$ cat config.mk
export PLATFORM = sky130hd
export DESIGN_NAME = square_matrix_multiply_top
export DESIGN_NICKNAME = d
export VERILOG_FILES = /design/src/rtl/core/smm_pkg.sv /design/src/rtl/core/smm_ram.sv /design/src/rtl/core/square_matrix_multiply_top.sv
export SDC_FILE = /design/constraint.sdc
export NUM_CORES = 2
export LEC_CHECK = 0
export ABC_AREA = 1
export BUFFER_PORTS_ARGS = -buffer_cell sky130_fd_sc_hd__buf_2
export CAP_MARGIN = 30
export CORE_ASPECT_RATIO = 0.75
export CORE_MARGIN = 10
export CORE_UTILIZATION = 44
export CTS_BUF_LIST = sky130_fd_sc_hd__clkbuf_4
export DETAILED_ROUTE_END_ITERATION = 10
export HOLD_SLACK_MARGIN = 0.1
export PLACE_DENSITY_LB_ADDON = 0.05
export SYNTH_ARGS = -nofsm -noshare
export SYNTH_HDL_FRONTEND = slang
export SYNTH_SLANG_ARGS = --single-unit
$ cat constraint.sdc
create_clock -name clk -period 7.75 [get_ports clk]
set_input_delay 1.55 -clock clk [delete_from_list [all_inputs] [get_ports clk]]
set_output_delay 1.55 -clock clk [all_outputs]
set_load 0.05 [all_outputs]
$ cat src/rtl/core/smm_pkg.sv
// Shared types and constants of the square matrix multiplier
`default_nettype none

package smm_pkg;

  localparam int ELEM_BITS  = 16;
  localparam int PROD_W     = 2 * ELEM_BITS;
  localparam int IDX_W      = 3;
  localparam int SIDE_W     = IDX_W + 1;
  localparam int SIDE_LIMIT = 1 << IDX_W;
  localparam int CFG_W      = 2;

  typedef struct packed {
    logic signed [ELEM_BITS-1:0] a_elem;
    logic signed [ELEM_BITS-1:0] b_elem;
  } in_item_t;

  typedef struct packed {
    logic signed [PROD_W-1:0] product;
    logic [IDX_W-1:0]         row_index;
    logic [IDX_W-1:0]         col_index;
    logic                     last;
  } out_item_t;

endpackage

`default_nettype wire

$ cat src/rtl/core/smm_ram.sv
// Generic single-write, single-read RAM with registered read data
`default_nettype none

module smm_ram #(
  parameter int WIDTH = 16,
  parameter int DEPTH = 64,
  localparam int AW = (DEPTH > 1) ? $clog2(DEPTH) : 1
) (
  input  wire logic                  clk,
  input  wire logic                  we,
  input  wire logic [AW-1:0]         waddr,
  input  wire logic [WIDTH-1:0]      wdata,
  input  wire logic [AW-1:0]         raddr,
  output      logic [WIDTH-1:0]      rdata
);

  logic [WIDTH-1:0] mem_r [DEPTH];

  // write port
  always_ff @(posedge clk) begin
    if (we) begin
      mem_r[waddr] <= wdata;
    end
  end

  // registered read port
  always_ff @(posedge clk) begin
    rdata <= mem_r[raddr];
  end

endmodule

`default_nettype wire

$ cat src/rtl/core/square_matrix_multiply_top.sv
// Square matrix multiplier: loads A and B element pairs, then streams out C = A * B.
//
// Input channel (in_valid/in_ready/in_data): one transaction carries A[i] and B[i] at the
// same row-major position. in_ready is high only in the load phase, one transaction per
// cycle. The transaction that completes side*side elements starts the compute phase.
// Output channel (out_valid/out_ready/out_data): every element of C in row-major order,
// with row, column and a last flag on the final element. Sums wrap to 32 bits.
// Compute: one shared multiply-accumulate fed by two RAMs (A and B, one read each per
// cycle). For each element of C the sequencer issues side reads, then waits while the
// sum passes the RAM read, product, accumulator and output registers; the reads of the
// next element start only once the current sum is loaded into the output register.
// A stalled receiver holds the output register; the next element waits in the accumulator
// and compute pauses. The load phase of the next pair may start while the last result
// is still waiting to be taken.
// Configuration: cfg_we writes size_log2 (side = 2**size_log2, capped at MAX_SIDE) and
// discards a partial load. Reset (rst_n low, synchronous) sets size_log2 to 3, empties
// the load count and the output register; RAM contents are not cleared.
`default_nettype none

module square_matrix_multiply_top
  import smm_pkg::*;
#(
  parameter int MAX_SIDE = 8
) (
  input  wire logic             clk,
  input  wire logic             rst_n,
  input  wire logic             in_valid,
  output      logic             in_ready,
  input  wire in_item_t         in_data,
  output      logic             out_valid,
  input  wire logic             out_ready,
  output      out_item_t        out_data,
  input  wire logic             cfg_we,
  input  wire logic [CFG_W-1:0] cfg_wdata
);

  localparam int SIDE_CAP = (MAX_SIDE < SIDE_LIMIT) ? MAX_SIDE : SIDE_LIMIT;
  localparam int DEPTH    = SIDE_CAP * SIDE_CAP;
  localparam int AW       = (DEPTH > 1) ? $clog2(DEPTH) : 1;
  localparam int CW       = $clog2(DEPTH + 1);

  typedef enum logic [2:0] {
    ST_LOAD = 3'b001,
    ST_CALC = 3'b010,
    ST_WAIT = 3'b100
  } state_t;

  state_t            state_r, state_nxt;
  logic [CFG_W-1:0]  size_log2_r, size_log2_nxt;
  logic [CW-1:0]     load_cnt_r, load_cnt_nxt;
  logic [IDX_W-1:0]  r_r, r_nxt, c_r, c_nxt, k_r, k_nxt;
  logic [AW-1:0]     a_ptr_r, a_ptr_nxt, b_ptr_r, b_ptr_nxt, row_base_r, row_base_nxt;

  logic                    t1_vld_r, t1_first_r, t1_last_r;
  logic                    t2_vld_r, t2_first_r, t2_last_r;
  logic signed [PROD_W-1:0] prod_r, acc_r;
  logic                    done_r;

  logic                    out_valid_r;
  out_item_t               out_data_r;

  logic [SIDE_W-1:0]       side_pow, side, side_m1;
  logic [2*SIDE_W-1:0]     total_full;
  logic [CW-1:0]           total, load_cnt_inc;
  logic [AW-1:0]           side_aw;
  logic                    k_last, c_last, r_last;
  logic                    in_fire, out_load;
  logic signed [ELEM_BITS-1:0] a_rd, b_rd;

  // side length, element count and loop-end flags
  always_comb begin
    side_pow     = SIDE_W'(1) << size_log2_r;
    side         = (side_pow > SIDE_W'(SIDE_CAP)) ? SIDE_W'(SIDE_CAP) : side_pow;
    side_m1      = side - SIDE_W'(1);
    total_full   = side * side;
    total        = CW'(total_full);
    side_aw      = AW'(side);
    load_cnt_inc = load_cnt_r + CW'(1);
    k_last       = {1'b0, k_r} == side_m1;
    c_last       = {1'b0, c_r} == side_m1;
    r_last       = {1'b0, r_r} == side_m1;
  end

  assign in_ready = (state_r == ST_LOAD);
  assign in_fire  = in_valid && in_ready;
  assign out_load = (state_r == ST_WAIT) && done_r && (!out_valid_r || out_ready);

  // operand stores, written in row-major order during the load phase
  smm_ram #(.WIDTH(ELEM_BITS), .DEPTH(DEPTH)) u_a_ram (
    .clk   (clk),
    .we    (in_fire),
    .waddr (load_cnt_r[AW-1:0]),
    .wdata (in_data.a_elem),
    .raddr (a_ptr_r),
    .rdata (a_rd)
  );

  smm_ram #(.WIDTH(ELEM_BITS), .DEPTH(DEPTH)) u_b_ram (
    .clk   (clk),
    .we    (in_fire),
    .waddr (load_cnt_r[AW-1:0]),
    .wdata (in_data.b_elem),
    .raddr (b_ptr_r),
    .rdata (b_rd)
  );

  // sequencer: load, issue reads for one element, wait for its sum
  always_comb begin
    state_nxt     = state_r;
    size_log2_nxt = size_log2_r;
    load_cnt_nxt  = load_cnt_r;
    r_nxt         = r_r;
    c_nxt         = c_r;
    k_nxt         = k_r;
    a_ptr_nxt     = a_ptr_r;
    b_ptr_nxt     = b_ptr_r;
    row_base_nxt  = row_base_r;
    unique case (state_r)
      ST_LOAD: begin
        if (in_fire) begin
          if (load_cnt_inc == total) begin
            state_nxt    = ST_CALC;
            load_cnt_nxt = '0;
            r_nxt        = '0;
            c_nxt        = '0;
            k_nxt        = '0;
            a_ptr_nxt    = '0;
            b_ptr_nxt    = '0;
            row_base_nxt = '0;
          end else begin
            load_cnt_nxt = load_cnt_inc;
          end
        end
      end
      ST_CALC: begin
        a_ptr_nxt = a_ptr_r + AW'(1);
        b_ptr_nxt = b_ptr_r + side_aw;
        k_nxt     = k_r + IDX_W'(1);
        if (k_last) begin
          state_nxt = ST_WAIT;
        end
      end
      ST_WAIT: begin
        if (out_load) begin
          k_nxt = '0;
          if (c_last) begin
            c_nxt        = '0;
            r_nxt        = r_r + IDX_W'(1);
            row_base_nxt = row_base_r + side_aw;
            a_ptr_nxt    = row_base_r + side_aw;
            b_ptr_nxt    = '0;
            state_nxt    = r_last ? ST_LOAD : ST_CALC;
          end else begin
            c_nxt     = c_r + IDX_W'(1);
            a_ptr_nxt = row_base_r;
            b_ptr_nxt = AW'(c_r + IDX_W'(1));
            state_nxt = ST_CALC;
          end
        end
      end
      default: begin
        state_nxt = ST_LOAD;
      end
    endcase
    // register write discards any partial load
    if (cfg_we) begin
      size_log2_nxt = cfg_wdata;
      load_cnt_nxt  = '0;
    end
  end

  // control registers
  always_ff @(posedge clk) begin
    if (!rst_n) begin
      state_r     <= ST_LOAD;
      size_log2_r <= CFG_W'(3);
      load_cnt_r  <= '0;
      r_r         <= '0;
      c_r         <= '0;
      k_r         <= '0;
      a_ptr_r     <= '0;
      b_ptr_r     <= '0;
      row_base_r  <= '0;
      t1_vld_r    <= 1'b0;
      t2_vld_r    <= 1'b0;
      done_r      <= 1'b0;
      out_valid_r <= 1'b0;
    end else begin
      state_r     <= state_nxt;
      size_log2_r <= size_log2_nxt;
      load_cnt_r  <= load_cnt_nxt;
      r_r         <= r_nxt;
      c_r         <= c_nxt;
      k_r         <= k_nxt;
      a_ptr_r     <= a_ptr_nxt;
      b_ptr_r     <= b_ptr_nxt;
      row_base_r  <= row_base_nxt;
      t1_vld_r    <= (state_r == ST_CALC);
      t2_vld_r    <= t1_vld_r;
      if (t2_vld_r && t2_last_r) begin
        done_r <= 1'b1;
      end else if (out_load) begin
        done_r <= 1'b0;
      end
      if (out_load) begin
        out_valid_r <= 1'b1;
      end else if (out_ready) begin
        out_valid_r <= 1'b0;
      end
    end
  end

  // MAC datapath: tags ride along with RAM data, product, then accumulate
  always_ff @(posedge clk) begin
    t1_first_r <= (k_r == '0);
    t1_last_r  <= k_last;
    t2_first_r <= t1_first_r;
    t2_last_r  <= t1_last_r;
    prod_r     <= PROD_W'(a_rd) * PROD_W'(b_rd);
    if (t2_vld_r) begin
      acc_r <= t2_first_r ? prod_r : acc_r + prod_r;
    end
  end

  // output register
  always_ff @(posedge clk) begin
    if (out_load) begin
      out_data_r.product   <= acc_r;
      out_data_r.row_index <= r_r;
      out_data_r.col_index <= c_r;
      out_data_r.last      <= r_last && c_last;
    end
  end

  assign out_valid = out_valid_r;
  assign out_data  = out_data_r;

endmodule

`default_nettype wire

== Word level (Yosys, flattened, before mapping) ==
Memory sizes are Yosys's and may differ from the RTL's. A register that Yosys moved wholly into a read port is not among the register bits.
Cells that the tools add are included.

* Flip-flop bits (word level): 150
* RAM bits: 2048
* Logic and storage cells: 105
* Input port bits: 39
* Output and inout bits: 41
* Memories: 2

{| class="wikitable"
|+ Memory list
! memory !! words !! bits a word !! read ports !! clocked after Yosys merged registers in !! wr ports !! RTL line !! RTL
|-
| u_a_ram.mem_r || 64 || 16 || 1 || 1 || 1 || smm_ram.sv:17 || <nowiki>logic [WIDTH-1:0] mem_r [DEPTH];</nowiki>
|-
| u_b_ram.mem_r || 64 || 16 || 1 || 1 || 1 || smm_ram.sv:17 ||
|}

* $mul: 2
* Bitwise logic cells: 1
* Shifts and indexed selects: 1
* Reduce and logical (&&, ||, !) cells: 18
* Muxes and demuxes: 35
* Order comparisons: 1
* Add/subtract/negate cells: 10
* Eq/ne operators: 12

{| class="wikitable"
|+ Operators with widths
! kind !! count
|-
| one-hot mux 6 bit (3 select lines) || 2
|-
| 2-to-1 mux 3 bit || 11
|-
| adder 32 bit || 1
|-
| multiplier 16 x 16 -> 32 bit || 1
|-
| 2-to-1 mux 32 bit || 1
|-
| 2-to-1 mux 6 bit || 5
|-
| one-hot mux 3 bit (3 select lines) || 2
|-
| adder 6 x 4 -> 6 bit || 2
|-
| == test 3 x 4 -> 1 bit || 3
|-
| one-hot mux 3 bit (2 select lines) || 2
|-
| one-hot mux 6 bit (2 select lines) || 1
|-
| AND reduction 4 bit || 3
|-
| adder 3 x 1 -> 3 bit (second input constant) || 3
|-
| 2-to-1 mux 4 bit || 2
|-
| adder 7 x 1 -> 7 bit (second input constant) || 1
|-
| == test 7 bit || 1
|-
| multiplier 4 x 4 -> 7 bit || 1
|-
| 2-to-1 mux 7 bit || 1
|-
| adder 6 x 1 -> 6 bit (second input constant) || 1
|-
| 2-to-1 mux 1 bit || 6
|-
| inequality test 2 bit (second input constant) || 3
|-
| nonzero test 2 bit || 3
|-
| logical AND 1 bit || 5
|-
| AND reduction 5 bit || 1
|-
| other kinds (16) || 18
|}

== Depth between registers and ports, before layout ==
* Word-level depth: 9
* Depth in mapped cells: 29
* Gate-level depth less buffers: 27

== Modules after synthesis ==
A second synthesis with hierarchy kept.

* Cell total of the unflattened synthesis: 9282
* Area total of the unflattened synthesis: 102290.6 µm²

{| class="wikitable"
|+ Modules (own cells, without submodules)
! module !! seq. area each (µm²) !! times used !! area an instance (µm²) !! cells an instance
|-
| smm_ram || 31069.8 || 2 || 42099.1 || 3517
|-
| square_matrix_multiply_top || 3713.6 || 1 || 18092.4 || 2248
|}

== Worst setup path before layout ==
OpenSTA, ideal clock, no wires.

* Path kind: reg2reg
* From: register u_a_ram.rdata[15] (read register of u_a_ram.mem_r)
* To: register prod_r[28]
* Arrival time: 5452 ps
* Setup slack: 2186 ps
* Required time: 7638 ps
* Setup time: 112 ps
* Period minus slack after synthesis: 5564 ps
* Path buffers: 1
* Stages on the path, launching flop included: 21
* Cells stage by stage: dfxtp_1 clkbuf_1 nand2_1 inv_1 fa_1 fa_1 inv_1 fa_1 inv_1 fa_1 fa_1 inv_1 fa_1 inv_1 ha_1 nand2_1 nor4_1 nand2_1 o311a_1 nand3_1 nand2_1

* Longest elaborated chain between the ends: 1

{| class="wikitable"
|+ Ends and longest elaborated chain
! item !! RTL line !! RTL
|-
| from (decl) || smm_ram.sv:14 || <nowiki>output logic [WIDTH-1:0] rdata</nowiki>
|-
| multiplier 16 x 16 -> 32 bit || square_matrix_multiply_top.sv:219 || <nowiki>prod_r <= PROD_W'(a_rd) * PROD_W'(b_rd);</nowiki>
|-
| to (signal assigned) || square_matrix_multiply_top.sv:219 ||
|-
| to (decl) || square_matrix_multiply_top.sv:56 || <nowiki>logic signed [PROD_W-1:0] prod_r, acc_r;</nowiki>
|}

No other way between the ends.
A chain may end at the register's enable or synchronous reset.

== Final worst setup path ==
* From: register u_b_ram.rdata[7] (read register of u_b_ram.mem_r)
* To: register prod_r[24]

* Longest elaborated chain between the ends: 1

{| class="wikitable"
|+ Ends and longest elaborated chain
! item !! RTL line
|-
| from (decl) || smm_ram.sv:14
|-
| multiplier 16 x 16 -> 32 bit || square_matrix_multiply_top.sv:219
|}

No other way between the ends.

==> metrics <==
ys async rst share=0%; Synth top area share=about 64%; Seq/Total Area, Yosys=66.6%; Port Buffers=about 80; Worst R2R Path Depth=21; Top FF cell, synth=edfxtp_1; synth top area cells=edfxtp_1 (64%), o21ai_0 (6.5%), fa_1 (5.4%); EDFF count, synth=2119; Syn Inst Count=8234; clk buf depth=4; mapped cell area=a little under 100000 µm²; worst path required time=just under 9 ns; core box area=223000 µm²; Total GRT Usage=around 24%; TNS Setup=0 ns; Worst Path Arrival=7.35 ns; Avg Cell Area, Syn=12.0 µm²; clk slew on worst S/H paths=0.07 ns; placed cell areas=approximately 100000 µm²; Post-Place Cells=~11k; crit-path cells=nand2_1 -> fa_1 -> inv_1 -> fa_1 -> inv_1 -> fa_1 -> inv_1 -> fa_1 -> fa_1 -> inv_1 -> fa_1 -> inv_1 -> ha_1 -> a21oi_1 -> a21boi_0 -> o21ai_0 -> a21oi_1 -> o21ai_0 -> nand2_1 -> nand2_1 -> xor2_1; drt total wl=a little over 300000 µm; Clk Latency, worst-skew pair=between 1 and 1.5 ns; clk root buf=clkbuf_4; critical path type=reg2reg; global-route wire length before repair=approximately 450000 µm; RR Endpoint=prod_r[24]; unrepaired setup endpoints after global routing=no; worst-path maximum fanout=16; Post-CTS Resized=0; Detail Placement HPWL=between 150000 and 200000 µm; I/O pins=80; die area=244000 µm²; routed length per instance=between 20 and 30 µm; drt initial violations=slightly below 7k; GPL Wtd Cong=approximately 0.9; post-route DRC violation count=0; final period utilization=around 80%; Die Y=around 430 µm; area grow syn2layout=10.8%; CP Capture Type=flop; Multi-input gate area=29100 µm²; cts bufs inserted=~570; Tmin final=about 6.2 ns; die width=567 µm; r2r setup slk=between 1.5 and 2 ns; clock skew=0.155 ns; Final setup violation count=0; fillers=slightly above 20k; Setup Buffers After CTS=0; row count=150; largest net degree at the start of global routing=around 190; antenna violations before repair=24; R2R Path Start=u_b_ram.rdata[7]; number of library cell types mapped by synthesis=57; share of layout cells above drive strength 1=approximately 14%; hold_sp=t1_first_r; number of buffers inserted by hold repair at cts=0; max cap viols=0; CP dominant cell by count=fa_1; Antenna Violating Nets Remaining=0; max incr delay on CP=about 0.83 ns; Slowest cell on crit path=dfxtp_1; fin worst setup slack=1.54 ns; Slew @ Worst Pin=approximately 1.0 ns; CTS Sinks=around 2.2k; CTS tree=yes; fin nets=between 8k and 9k; DRT Pass-1 Iters=5; Slew headroom=a little under a third; Clock H-tree levels=6; Place WS=1.58 ns; vias in the first global route=64.1k; Final Hold Fails=0; hold endpoint=t2_first_r; gr ovfl total=0; Synthesis Warnings=0; final instance area=110000 µm²; area of all sequential standard cells=roughly 66000 µm²; Initial Utilization=around 44%; final std cells w/o fill=11.9k; worst hold stages=0; Slew Limit Fails=0; Via Count=~67k; highest clock rate=about 0.16 GHz; critical path startpoint category=flop; post-synth top area cell=edfxtp_1; Seq cells post-synth=2230; vias per cell=between 5 and 6; outcome=complete, no violations; worst hold path type=reg2reg
## flip-flops by register name (all words and copies together) (netlist names), 3 cells and up
signal         count
a_ptr_r            6
acc_r             32
b_ptr_r            6
c_r                3
k_r                3
load_cnt_r         7
out_data          39
prod_r            32
r_r                3
row_base_r         6
state_r            3
u_a_ram.mem_r   1024
u_a_ram.rdata     16
u_b_ram.mem_r   1024
u_b_ram.rdata     16
## routing by layer
layer	global-route usage (%)	wire length (µm)	vias up	share of wire, %
met3	5.32	25700	393	8.4
li1	-	-	30300	-
met2	34.4	129000	2701	42
met5	0	59	-	0.019
met1	37.9	146000	33600	48
met4	6.77	7000	8	2.3
## Yosys cell counts (109+ instances only)
| master | number |
|---|---|
| nand2_1 | 619 |
| o22ai_1 | 538 |
| inv_1 | 563 |
| dfxtp_1 | 111 |
| ha_1 | 129 |
| o21ai_0 | 1286 |
| buf_2 | 109 |
| fa_1 | 265 |
| clkbuf_1 | 368 |
| edfxtp_1 | 2119 |
| nand3_1 | 123 |
| nor2_1 | 1406 |
## how the worst max path moves through the flow
stage / from / end / cells past startpoint
5_1_grt: u_b_ram.rdata[7] / prod_r[24] / 22
2_1_floorplan: u_a_ram.rdata[15] / prod_r[28] / 20
3_5_place_dp: u_b_ram.rdata[1] / prod_r[28] / 19
3_3_place_gp: u_b_ram.rdata[1] / prod_r[28] / 19
6_report: u_b_ram.rdata[7] / prod_r[24] / 21
4_1_cts: u_b_ram.rdata[1] / prod_r[28] / 19
## final cells by class
type	count	share of cell area [%]
sequential	2230	60.1
timing repair buffer	243	1.65
tap	2964	3.39
inverter	579	2.02
clock inverter	116	0.601
antenna	26	0.0594
multi-input combinational	4906	26.5
clock buffer	817	5.60
## logic make-up after synthesis
| kind of cell | after synthesis | synth area share [%] |
|---|---|---|
| flip-flops | 2230 | 66.6 |
| buffers and inverters | 1099 | 4.49 |
| other | 1 | 0.00379 |
| AO/OA/AOI/OAI | 2182 | 12.3 |
| adder cells (fa/ha/maj) | 394 | 7.00 |
| AND/OR/NAND/NOR | 2273 | 9.13 |
| XOR/XNOR | 55 | 0.487 |
## worst max-delay path: cells and delay by family (launching register included)
kind / cells / cell delay, ns
fa+ha+maj: 7 / 3.33
compound gates: 5 / 1.17
flops: 1 / 0.83
simple gates: 3 / 0.33
buf+inv: 5 / 0.25
xor+xnor: 1 / 0.14
## through the flow
step | hold WS, ns | util (%)
after global placement | 0.312 | 46.0
after CTS | 0.328 | 49.0
final | 0.326 | 49.1
after floorplan | 0.310 | -
after global routing | 0.331 | 49.1
after detailed placement | 0.313 | 46.0
## cells in the final DEF, fill, tap and decap left out, drive strengths merged, types with 125 or more instances in the layout
cell | netlist | routed
buf | 152 | 242
clkbuf | 368 | 818
edfxtp | 2119 | 2119
fa | 265 | 265
ha | 129 | 129
inv | 575 | 595
nand2 | 627 | 627
nand3 | 125 | 125
nor2 | 1415 | 1415
o21ai | 1348 | 1348
o22ai | 538 | 538
Power is left out: the tool's default activity adds up to more than one toggle a clock period on the data nets, which glitch-free logic cannot reach.
